File: src/design/dmpt_pkg.sv
// Package for the DNA trie matcher: default sizes, operation codes and the
// command and status bundles between the controller and the datapath.
// Depends on nothing.
package dmpt_pkg;

    localparam int MAX_PATTERN_LEN_DEF = 16;
    localparam int NODE_COUNT_DEF      = 1024;

    localparam logic [1:0] OP_CLEAR   = 2'd0;
    localparam logic [1:0] OP_PATTERN = 2'd1;
    localparam logic [1:0] OP_TEXT    = 2'd2;

    typedef struct packed {
        logic latch;        // capture symbol and last of the accepted transfer
        logic soft_clr;     // return counters, cursor and flags, but not the output valid, to reset values
        logic push;         // append the symbol to the text window
        logic rd_load;      // read the child slot of the load cursor
        logic rd_root;      // start a walk at the root with the oldest symbol
        logic rd_next;      // continue the walk one symbol deeper
        logic wr_init;      // zero one child slot of the root
        logic wr_zero;      // zero one child slot of a freshly allocated node
        logic ld_exist;     // the edge exists: follow it, mark on last
        logic ld_alloc;     // allocate a node for the missing edge
        logic ld_drop;      // store full: drop the rest of the pattern
        logic ld_finish;    // last symbol of a dropped pattern
        logic hit_set;
        logic hit_val;
        logic emit;         // send one result and retire the oldest start
    } t_dp_cmd;

    typedef struct packed {
        logic rd_null;
        logic rd_mark;
        logic walk_end;     // the symbol just walked is the newest in the window
        logic walk_max;     // the walk has reached the maximum pattern length
        logic node_full;
        logic k_last;
        logic fill_one;
        logic out_free;
        logic dropped;
        logic last;
    } t_dp_sts;

endpackage

File: src/design/dmpt_ctrl.sv
// Controller state machine of the DNA trie matcher: sequences root init,
// pattern loading, trie walks and result transfers. Depends on dmpt_pkg.
module dmpt_ctrl (
    input  logic              i_clk,
    input  logic              i_rst_n,
    input  logic              i_valid,
    input  logic [1:0]        i_op,
    input  logic              i_last,
    output logic              o_ready,
    input  dmpt_pkg::t_dp_sts i_sts,
    output dmpt_pkg::t_dp_cmd o_cmd
);

    localparam logic [2:0] S_INIT   = 3'd0;
    localparam logic [2:0] S_IDLE   = 3'd1;
    localparam logic [2:0] S_LDEC   = 3'd2;
    localparam logic [2:0] S_LZERO  = 3'd3;
    localparam logic [2:0] S_WSTART = 3'd4;
    localparam logic [2:0] S_WALK   = 3'd5;
    localparam logic [2:0] S_EMIT   = 3'd6;

    logic [2:0] r_state;
    logic [2:0] n_state;

    assign o_ready = (r_state == S_IDLE);

    always_comb begin
        n_state = r_state;
        o_cmd   = '0;
        case (r_state)
            S_INIT: begin
                o_cmd.wr_init = 1'b1;
                if (i_sts.k_last) begin
                    n_state = S_IDLE;
                end
            end
            S_IDLE: begin
                if (i_valid) begin
                    o_cmd.latch = 1'b1;
                    case (i_op)
                        dmpt_pkg::OP_CLEAR: begin
                            o_cmd.soft_clr = 1'b1;
                            n_state        = S_INIT;
                        end
                        dmpt_pkg::OP_PATTERN: begin
                            if (i_sts.dropped) begin
                                o_cmd.ld_finish = i_last;
                            end else begin
                                o_cmd.rd_load = 1'b1;
                                n_state       = S_LDEC;
                            end
                        end
                        dmpt_pkg::OP_TEXT: begin
                            o_cmd.push = 1'b1;
                            n_state    = S_WSTART;
                        end
                        default: begin
                        end
                    endcase
                end
            end
            S_LDEC: begin
                if (!i_sts.rd_null) begin
                    o_cmd.ld_exist = 1'b1;
                    n_state        = S_IDLE;
                end else if (i_sts.node_full) begin
                    o_cmd.ld_drop = 1'b1;
                    n_state       = S_IDLE;
                end else begin
                    o_cmd.ld_alloc = 1'b1;
                    n_state        = S_LZERO;
                end
            end
            S_LZERO: begin
                o_cmd.wr_zero = 1'b1;
                if (i_sts.k_last) begin
                    n_state = S_IDLE;
                end
            end
            S_WSTART: begin
                o_cmd.rd_root = 1'b1;
                n_state       = S_WALK;
            end
            S_WALK: begin
                if (i_sts.rd_null) begin
                    o_cmd.hit_set = 1'b1;
                    n_state       = S_EMIT;
                end else if (i_sts.rd_mark) begin
                    o_cmd.hit_set = 1'b1;
                    o_cmd.hit_val = 1'b1;
                    n_state       = S_EMIT;
                end else if (i_sts.walk_end) begin
                    // A walk that runs out of symbols stays open unless the text
                    // has ended or the walk is already as long as any match.
                    if (i_sts.walk_max || i_sts.last) begin
                        o_cmd.hit_set = 1'b1;
                        n_state       = S_EMIT;
                    end else begin
                        n_state = S_IDLE;
                    end
                end else begin
                    o_cmd.rd_next = 1'b1;
                end
            end
            S_EMIT: begin
                if (i_sts.out_free) begin
                    o_cmd.emit = 1'b1;
                    n_state    = i_sts.fill_one ? S_IDLE : S_WSTART;
                end
            end
            default: begin
                n_state = S_INIT;
            end
        endcase
    end

    always_ff @(posedge i_clk) begin
        if (!i_rst_n) begin
            r_state <= S_INIT;
        end else begin
            r_state <= n_state;
        end
    end

endmodule

File: config.mk
export PLATFORM = sky130hd
export DESIGN_NAME = dmpt_ctrl
export DESIGN_NICKNAME = d
export VERILOG_FILES = /design/src/design/dmpt_pkg.sv /design/src/design/dmpt_ctrl.sv
export SDC_FILE = /design/constraint.sdc
export NUM_CORES = 1
export LEC_CHECK = 0
export BUFFER_PORTS_ARGS = -buffer_cell sky130_fd_sc_hd__clkbuf_2
export CAP_MARGIN = 25
export CORE_AREA = 2 2 39 41
export DETAILED_ROUTE_END_ITERATION = 7
export DIE_AREA = 0 0 41 43
export PLACE_DENSITY = 0.64
export SKIP_LAST_GASP = 1
export SLEW_MARGIN = 20
export SYNTH_ARGS = -nofsm -noshare
export SYNTH_HDL_FRONTEND = slang
export SYNTH_SLANG_ARGS = --single-unit
File: constraint.sdc
create_clock -name i_clk -period 1.6 [get_ports i_clk]
set_clock_uncertainty 0.05 [all_clocks]
set_input_delay 0.48 -clock i_clk [delete_from_list [all_inputs] [get_ports i_clk]]
set_output_delay 0.48 -clock i_clk [all_outputs]
set_load 0.005 [all_outputs]
Word-level counts from Yosys, hierarchy flattened
Index checks and enable logic that the tools add are counted.
Widths: inputs -> output; s select.
- output and inout port bits: 16
- bits in latches: 0
- bits in writable memories: 0
- bits of input ports: 16
- logic and storage cells: 64
- memories kept: 0
- ROM bits: 0
- register bits: 3
- shift-type cells: 0
- order comparisons: 0
- $mul: 0
- mux-type cells: 44
- reductions and logical operators: 5
- bitwise logic cells: 0
- eq/ne operators: 14
- $add $sub $neg: 0
- div/mod/pow operators: 0
- operators by type and width (operator ; number):
    $mux 3 ; 11
    $mux 1 ; 26
    $pmux 3 s6 ; 1
    $eq 3x3->1 const B ; 3
    $pmux 3 s3 ; 1
    $mux 4 ; 2
    $eq 3x2->1 const B ; 2
    $mux 2 ; 3
    $reduce_and 6->1 ; 1
    $ne 2x2->1 const B ; 2
    $ne 4x1->1 const B ; 1
    $ne 4x4->1 const B ; 1
    $eq 3x1->1 const B ; 1
    $logic_not 3->1 ; 1
    $ne 3x3->1 const B ; 1
    $eq 2x1->1 const B ; 1
    $eq 2x2->1 const B ; 1
    $logic_not 2->1 ; 1
    $ne 2x1->1 const B ; 1
    $reduce_or 2->1 ; 1
    $logic_or 1x1->1 ; 1

Longest topological paths before layout
Gate-level depths: netlist of run 1.
- depth after elaboration: 6
- gate-level depth with buffers: 5
- gate-level depth less buffers: 4

Least setup slack after synthesis of run 1
Ideal clock, no wire load.
- path type: register to output
- start: reg r_state[0]
- end: out o_cmd[3] in the netlist's numbering
- buffers on the path: 0
- cell stages (with the launch flop): 5
- path slack: -0.093 ns
- data arrival time: 1.163 ns
- data required time: 1.070 ns
- path through: dfxtp_1 > nor3b_1 > nand2_1 > nor2_1 > and4_1
- RTL lines (what ; RTL line ; text):
    start, declared ; dmpt_ctrl.sv:22 ; logic [2:0] r_state;
    start signal, assigned ; dmpt_ctrl.sv:121 ; r_state <= n_state;
    end, declared ; dmpt_ctrl.sv:11 ; output dmpt_pkg::t_dp_cmd o_cmd

==> results of run 1 <==
-- placed cells by master (no fill, tap or decap), types with 3 or more instances in the layout --
cell type,synthesis,layout
clkbuf_2,0,22
buf_4,1,15
buf_2,1,8
buf_6,0,5
nand2_1,5,4
nor3_2,0,4
o21ai_0,4,4
nor2_1,4,3
and4b_1,3,3
clkbuf_4,0,3
-- worst max-delay path: stages (launching register included) --
cell     delay, ns
dfxtp_4       0.36
nor3b_4       0.19
nand2_2       0.10
nor2_1        0.09
and4_1        0.18
buf_2         0.10
-- final timing paths --
check,slack [ns],endpoint,from
worst max-delay path,-0.19,o_cmd[3],r_state[1]
worst min-delay path,0.48,r_state[0],i_rst_n
worst max register to register,-0.03,r_state[1],r_state[0]
worst min register to register,0.69,r_state[0],r_state[0]
-- final cells by class --
type / instances / area [um2]
inverter: 2 / 7.51
sequential: 3 / 68.8
timing repair buffer: 53 / 374
fill: 114 / 453
tap: 16 / 20.0
multi-input combinational: 48 / 434
clock buffer: 4 / 26.3
-- synthesized netlist by cell type --
cell	count
inv_1	2
mux2i_1	2
nor4_2	2
nand3b_2	1
o221ai_1	1
and4_1	2
nor4_1	2
nor3b_1	4
a21oi_1	1
and3_1	1
nor4b_2	1
nor2_1	4
dfxtp_1	3
nor4b_1	2
nor2b_2	1
or3b_1	1
nor3_1	4
and2b_2	2
o22ai_1	1
clkbuf_1	1
nand2_1	5
o2bb2ai_1	1
o21ai_0	4
a21boi_2	1
buf_4	1
buf_2	1
nor2b_1	1
a21boi_1	1
and4b_1	3
-- report_power, final --
group	leakage, uW	internal (uW)	switching, uW
clock network	0.0000150	93.4	38.8
logic	0.000410	398	262
registers	0.0000264	101	22.0
-- metrics by stage --
stage / util / std cells / TNS (ns) / instance area [um2]
global route: 0.673 / 126 / -2.60 / 931
detailed placement: 0.495 / 112 / -0.416 / 686
global placement: 0.495 / 112 / -0.279 / 686
floorplan: - / 56 / 0 / 437
finish: 0.673 / 126 / -1.68 / 931
CTS: 0.602 / 124 / -2.04 / 833
-- timing repair --
item	4_1_cts	5_1_grt
setup endpoints to repair	15	18
gates cloned	1	1
gates resized for setup	16	23
hold endpoints to repair	0	0
pin swaps	5	8
setup buffers	7	4
-- layer usage --
layer | up-vias | global-route usage | share of wire
li1 | 327 | - | -
met1 | 295 | 0.230 | 0.43
met2 | 19 | 0.325 | 0.53
met3 | 0 | 0.0157 | 0.041
met4 | 0 | 0.0200 | 0
met5 | - | 0 | 0
-- cells by family (layout without fill, tap and decap cells) --
logic type      count (synthesis)  count (layout)  synth area share
compound gates                 10              10             0.157
buf+inv                         5              59            0.0551
flops                           3               3             0.139
mux                             2               2            0.0464
simple gates                   36              36             0.603
==> summary.md, run 1 <==
| Metric | Value |
|---|---|
| Critical Path Start Type | `flip-flop` |
| Critical path required time | `1.07 ns` |
| Fmax | `about 560 MHz` |
| H-Tree Level Count | `1` |
| Synthesized area | `432 um2` |
| Max-slew violation count | `0` |
| Peak VDD IR | `approximately 650 uV` |
| Max_slew headroom | `0.774` |
| First-pass GRT wire length | `2370 um` |
| Later-pin clock latency in the skew report | `0.23 ns` |
| CTS tree | `built` |
| CTS Hold Bufs | `0` |
| Final Setup Violations | `17` |
| Area delta synth->final | `116%` |
| Vias per inst | `5.09` |
| Synth area leaders | `dfxtp_1 (14%), and4b_1 (7.0%), nor3b_1 (7.0%)` |
| Cell count after synthesis | `56` |
| Top flop regs | `r_state: 3 flops` |
| Initial antenna violation count | `0` |
| Hold slack | `0.475 ns` |
| Area leader, netlist | `dfxtp_1` |
| RSZ-0062 raised after global routing | `yes` |
| Status | `finished, violations left` |
| Largest net degree at the start of global routing | `11` |
| Residual DRC | `0` |
| Initial core utilization | `0.312` |
| Core area | `1380 um2` |
| Setup WS post-layout | `-0.186 ns` |
| I/O Pins | `32` |
| Min Clock Period, post-route | `1.79 ns` |
| Row cnt | `14` |
| Top cell type's share of synthesized area | `0.139` |
| Layout cells sized above 1 | `0.718` |
| Final wirelength | `1640 um` |
| Syn Nets | `72` |
| Synth cell types | `29` |
| Place WS | `-0.0962 ns` |
| Worst Path Arrival | `1.26 ns` |
| WL per Instance | `13.0 um` |
| Initial DRC count | `5` |
| Input/output buffers | `31` |
| Largest register FFs | `3` |
| Max clock buf depth | `2` |
| Slew at the pin closest to its max-slew limit | `~0.34 ns` |
| Vias in the first global route | `581` |
| Vias | `641` |
| Drt first pass iters | `2` |
| ANT cells | `0` |
| Post-synthesis sequential area ratio | `0.139` |
| Die area | `roughly 1800 um2` |
| Hold path depth | `3` |
| Die span in x | `41 um` |
| Seq cells post-synth | `3` |
| Final #Nets | `127` |
| Final GP Congestion | `0.719` |
| Violated checks | `negative setup slack` |
| Leak pwr | `0.000451 uW` |
| Yosys Warn Count | `0` |
| Fin. Hold Viols | `0` |
| CTS buffer count | `3` |
| Max FO, Critical Path | `6` |
| Max-Cap Viols | `0` |
| CTS clk-pin slew, worst paths | `0.04 ns` |
| Crit share post-route | `1.12` |
| Setup crit end kind | `output pin` |
| Cells on worst reg2reg path | `7` |
| Hold WC Path Type | `input port to flip-flop` |
| Die Y-Extent | `43 um` |
| GRT Util Overall | `0.182` |
| Routed Antenna Nets | `0` |
| Cell area power density | `approximately 1000 nW/um2` |
| Dpl hpwl | `just over 1000 um` |
| CTS root buffer | `clkbuf_4` |
| Overflow after GRT | `0` |
| Clk sinks | `3` |
| Most flops, register | `r_state` |
| Mean post-synth cell area | `7.71 um2` |
| Design Power | `916 uW` |
| Path type of the worst setup path | `flip-flop to output pin` |
(Power assumes the default switching activity.)
==> inputs of run 2 (changes only) <==
--- a/config.mk
+++ b/config.mk
@@ -5,12 +5,13 @@
 export SDC_FILE = /design/constraint.sdc
 export NUM_CORES = 1
 export LEC_CHECK = 0
+export ABC_AREA = 1
 export BUFFER_PORTS_ARGS = -buffer_cell sky130_fd_sc_hd__clkbuf_2
 export CAP_MARGIN = 25
-export CORE_AREA = 2 2 39 41
+export CORE_AREA = 8 8 45 47
 export DETAILED_ROUTE_END_ITERATION = 7
-export DIE_AREA = 0 0 41 43
-export PLACE_DENSITY = 0.64
+export DIE_AREA = 0 0 53 55
+export PLACE_DENSITY = 0.62
 export SKIP_LAST_GASP = 1
 export SLEW_MARGIN = 20
 export SYNTH_ARGS = -nofsm -noshare
==> run 2 against run 1 <==
  * The flow still finishes with violations (negative setup slack)
  * Sequential power is 19% lower
  * Sequential share of layout area is 0.64 points higher
  * Critical path depth is 2 higher
  * Power is 44% lower
  * Critical path type unchanged
  * Die area is 65% higher
  * Global-route usage is 7.1 points lower
  * Via count is 3.7% higher
  * Synthesized area is 5.8% lower
==> summary.md, run 2 <==
| Metric | Value |
|---|---|
| Worst Path Arrival | `1.20 ns` |
| Filler cell count | `144` |
| CTS buffer count | `3` |
| Seq cells post-synth | `3` |
| Most flops, register | `r_state` |
| GRT Util Overall | `0.111` |
| Input/output buffers | `31` |
| Critical path's slowest cell | `dfxtp_2` |
| Path type of the worst setup path | `flip-flop to output pin` |
| Vias in the first global route | `between 600 and 700` |
| Area delta synth->final | `111%` |
| Max clock buf depth | `2` |
| Comb pwr share | `0.544` |
| Clock power share | `0.262` |
| Max_slew headroom | `0.876` |
| Fmax | `577 MHz` |
| Max-Cap Viols | `0` |
| Layout cells sized above 1 | `0.591` |
| Initial DRC count | `5` |
| Status | `finished, violations left` |
| Final GP Congestion | `0.794` |
| First-pass GRT wire length | `2530 um` |
| CTS root buffer | `clkbuf_4` |
| Fin area | `approximately 860 um2` |
| Overflow after GRT | `0` |
| Cell depth of the worst setup path | `7` |
| Final #Nets | `between 100 and 150` |
| Routed Antenna Nets | `0` |
| WP buf/inv | `4` |
| Hold slack | `approximately 0.44 ns` |
| Yosys Warn Count | `0` |
| Min Clock Period, post-route | `between 1.5 and 2 ns` |
| Violated checks | `negative setup slack` |
| Post-synthesis sequential area ratio | `0.148` |
| Setup crit end kind | `output pin` |
| Synth area leaders | `inv_1 (17%), nand2_1 (16%), dfxtp_1 (15%)` |
| Row cnt | `14` |
| I/O Pins | `32` |
| Vias per inst | `around 4.5` |
| Final wirelength | `1590 um` |
| Initial core utilization | `0.294` |
| Fin. Hold Viols | `0` |
| Largest net degree at the start of global routing | `6` |
| P_sw | `198 uW` |
| Area leader, netlist | `inv_1` |
| Cell area power density | `599 nW/um2` |
| Synth cell types | `15` |
| Clk sinks | `3` |
| Largest register FFs | `3` |
| Synthesized area | `407 um2` |
| Max-slew violation count | `0` |
| Cell mode on critical path | `inv_4` |
| Switching share of power | `0.386` |
| Critical path required time | `1.07 ns` |
| CP max stage delay | `0.33 ns` |
| Placed cell area | `664 um2` |
| Drt first pass iters | `5` |
| Int Pwr | `between 300 and 400 uW` |
| Most frequent cells in the layout | `clkbuf_2 (22), inv_1 (14), nand2_1 (14)` |
| CTS tree | `built` |
| Later-pin clock latency in the skew report | `0.24 ns` |
| Synth top cells by count | `inv_1 (18), nand2_1 (17), nor2_1 (13)` |
| Top_reg_cell synth | `dfxtp_1` |
| Crit share post-route | `1.08` |
| Mean post-synth cell area | `5.02 um2` |
| Slew at the pin closest to its max-slew limit | `0.185 ns` |
| CP delay by family, top | `buffers and inverters` |
| Ys async rst share | `0` |
| Setup WS post-layout | `-0.132 ns` |
| Hold path depth | `3` |
| Hold WC Path Type | `input port to flip-flop` |
| Final Setup Violations | `12` |
| Critical Path Start Type | `flip-flop` |
| Vias | `665` |
| Initial antenna violation count | `0` |
| WL per Instance | `10.7 um` |
| Die Y-Extent | `about 55 um` |
| Syn Nets | `97` |
| Cell count after synthesis | `81` |
| Post-synth EDFFs | `0` |
| Die area | `about 2900 um2` |
| Residual DRC | `0` |
| H-Tree Level Count | `1` |
| Die span in x | `53 um` |
| RSZ-0062 raised after global routing | `yes` |
| Commonest non-fill, non-tap cell in the layout | `clkbuf_2` |
| ANT cells | `0` |
| Cells on worst reg2reg path | `10` |
| Count leader, synth | `inv_1` |
| Top flop regs | `r_state: 3 flops` |
| Reg power frac | `0.194` |
| Placed cells | `139` |
| Max FO, Critical Path | `4` |
| Peak VDD IR | `318 uV` |
| Top cell type's share of synthesized area | `0.166` |
| Dpl hpwl | `1210 um` |
| Non-filler cells, final | `148` |
| Leak pwr | `0.000493 uW` |
| Crit path cell chain | `inv_4 -> nand3_4 -> inv_4 -> nand2_4 -> buf_6 -> nor2_1 -> buf_2` |
| CTS clk-pin slew, worst paths | `roughly 0.040 ns` |
| Core area | `1380 um2` |
## run 2: changes by cell type after synthesis, sizes merged, moves of 3 or more
cell,before,now
inv,2,20
and4b,3,0
nand3,0,10
nand2,5,20
nor4,4,1
a21oi,1,4
nor4b,3,0
nor2,4,15
nor3b,4,0
## run 2: through the flow
step	total power (uW)	worst slack [ns]	utilization	TNS [ns]
after floorplan	202	0.0550	-	0
after detailed placement	301	-0.126	0.480	-0.130
after global placement	300	-0.107	0.480	-0.110
after CTS	467	-0.171	0.556	-1.19
after global routing	555	-0.180	0.619	-1.56
final	513	-0.132	0.619	-0.733
## run 2: logic make-up after synthesis
family | after synthesis | synth area share
AND/OR/NAND/NOR | 51 | 0.582
flip-flops | 3 | 0.148
buffers and inverters | 20 | 0.185
AO/OA/AOI/OAI | 7 | 0.0861
## run 2: area by class of cell
class	count	area, um2	share of cell area
flip-flops and latches	3	68.8	0.0803
well taps	16	20.0	0.0234
clock buffers	4	26.3	0.0307
inverters	20	82.6	0.0964
multi-input cells	58	363	0.423
repair buffers	47	297	0.346
## run 2: per-layer routing
| layer | up-vias | global-route usage | wire [um] |
|---|---|---|---|
| met2 | 20 | 0.205 | 858 |
| met3 | 2 | 0.0241 | 106 |
| met1 | 292 | 0.123 | 603 |
| li1 | 351 | - | - |
| met5 | - | 0 | 0 |
| met4 | 0 | 0.0388 | 17 |
## run 2: timing repair
action	in CTS	in global routing
setup endpoints to repair	16	15
hold buffers	0	0
setup buffers	4	2
resized for setup	16	28
pin swaps	5	7
## run 2: worst register-to-register path, stage by stage (launching register included)
cell	delay [ns]
dfxtp_4	0.35
buf_6	0.13
nand3_4	0.11
nor2_4	0.04
buf_4	0.12
buf_4	0.12
inv_1	0.06
nand2_2	0.07
nor2_4	0.11
nand2_1	0.05
a21oi_1	0.12
## run 2: worst paths after layout
kind | from | end | slack [ns]
min | i_rst_n | r_state[0] | 0.44
max reg2reg | r_state[2] | r_state[2] | 0.19
min reg2reg | r_state[1] | r_state[1] | 0.60
max | r_state[1] | o_cmd[12] | -0.13
## run 2: power by group through the flow
stage	Clock (uW)	Combinational [uW]	Sequential [uW]
2_1_floorplan	0	107	95.4
3_5_place_dp	0	208	93.1
4_1_cts	137	237	93.2
3_3_place_gp	0	207	93.1
5_1_grt	146	308	101
6_report	135	279	99.6
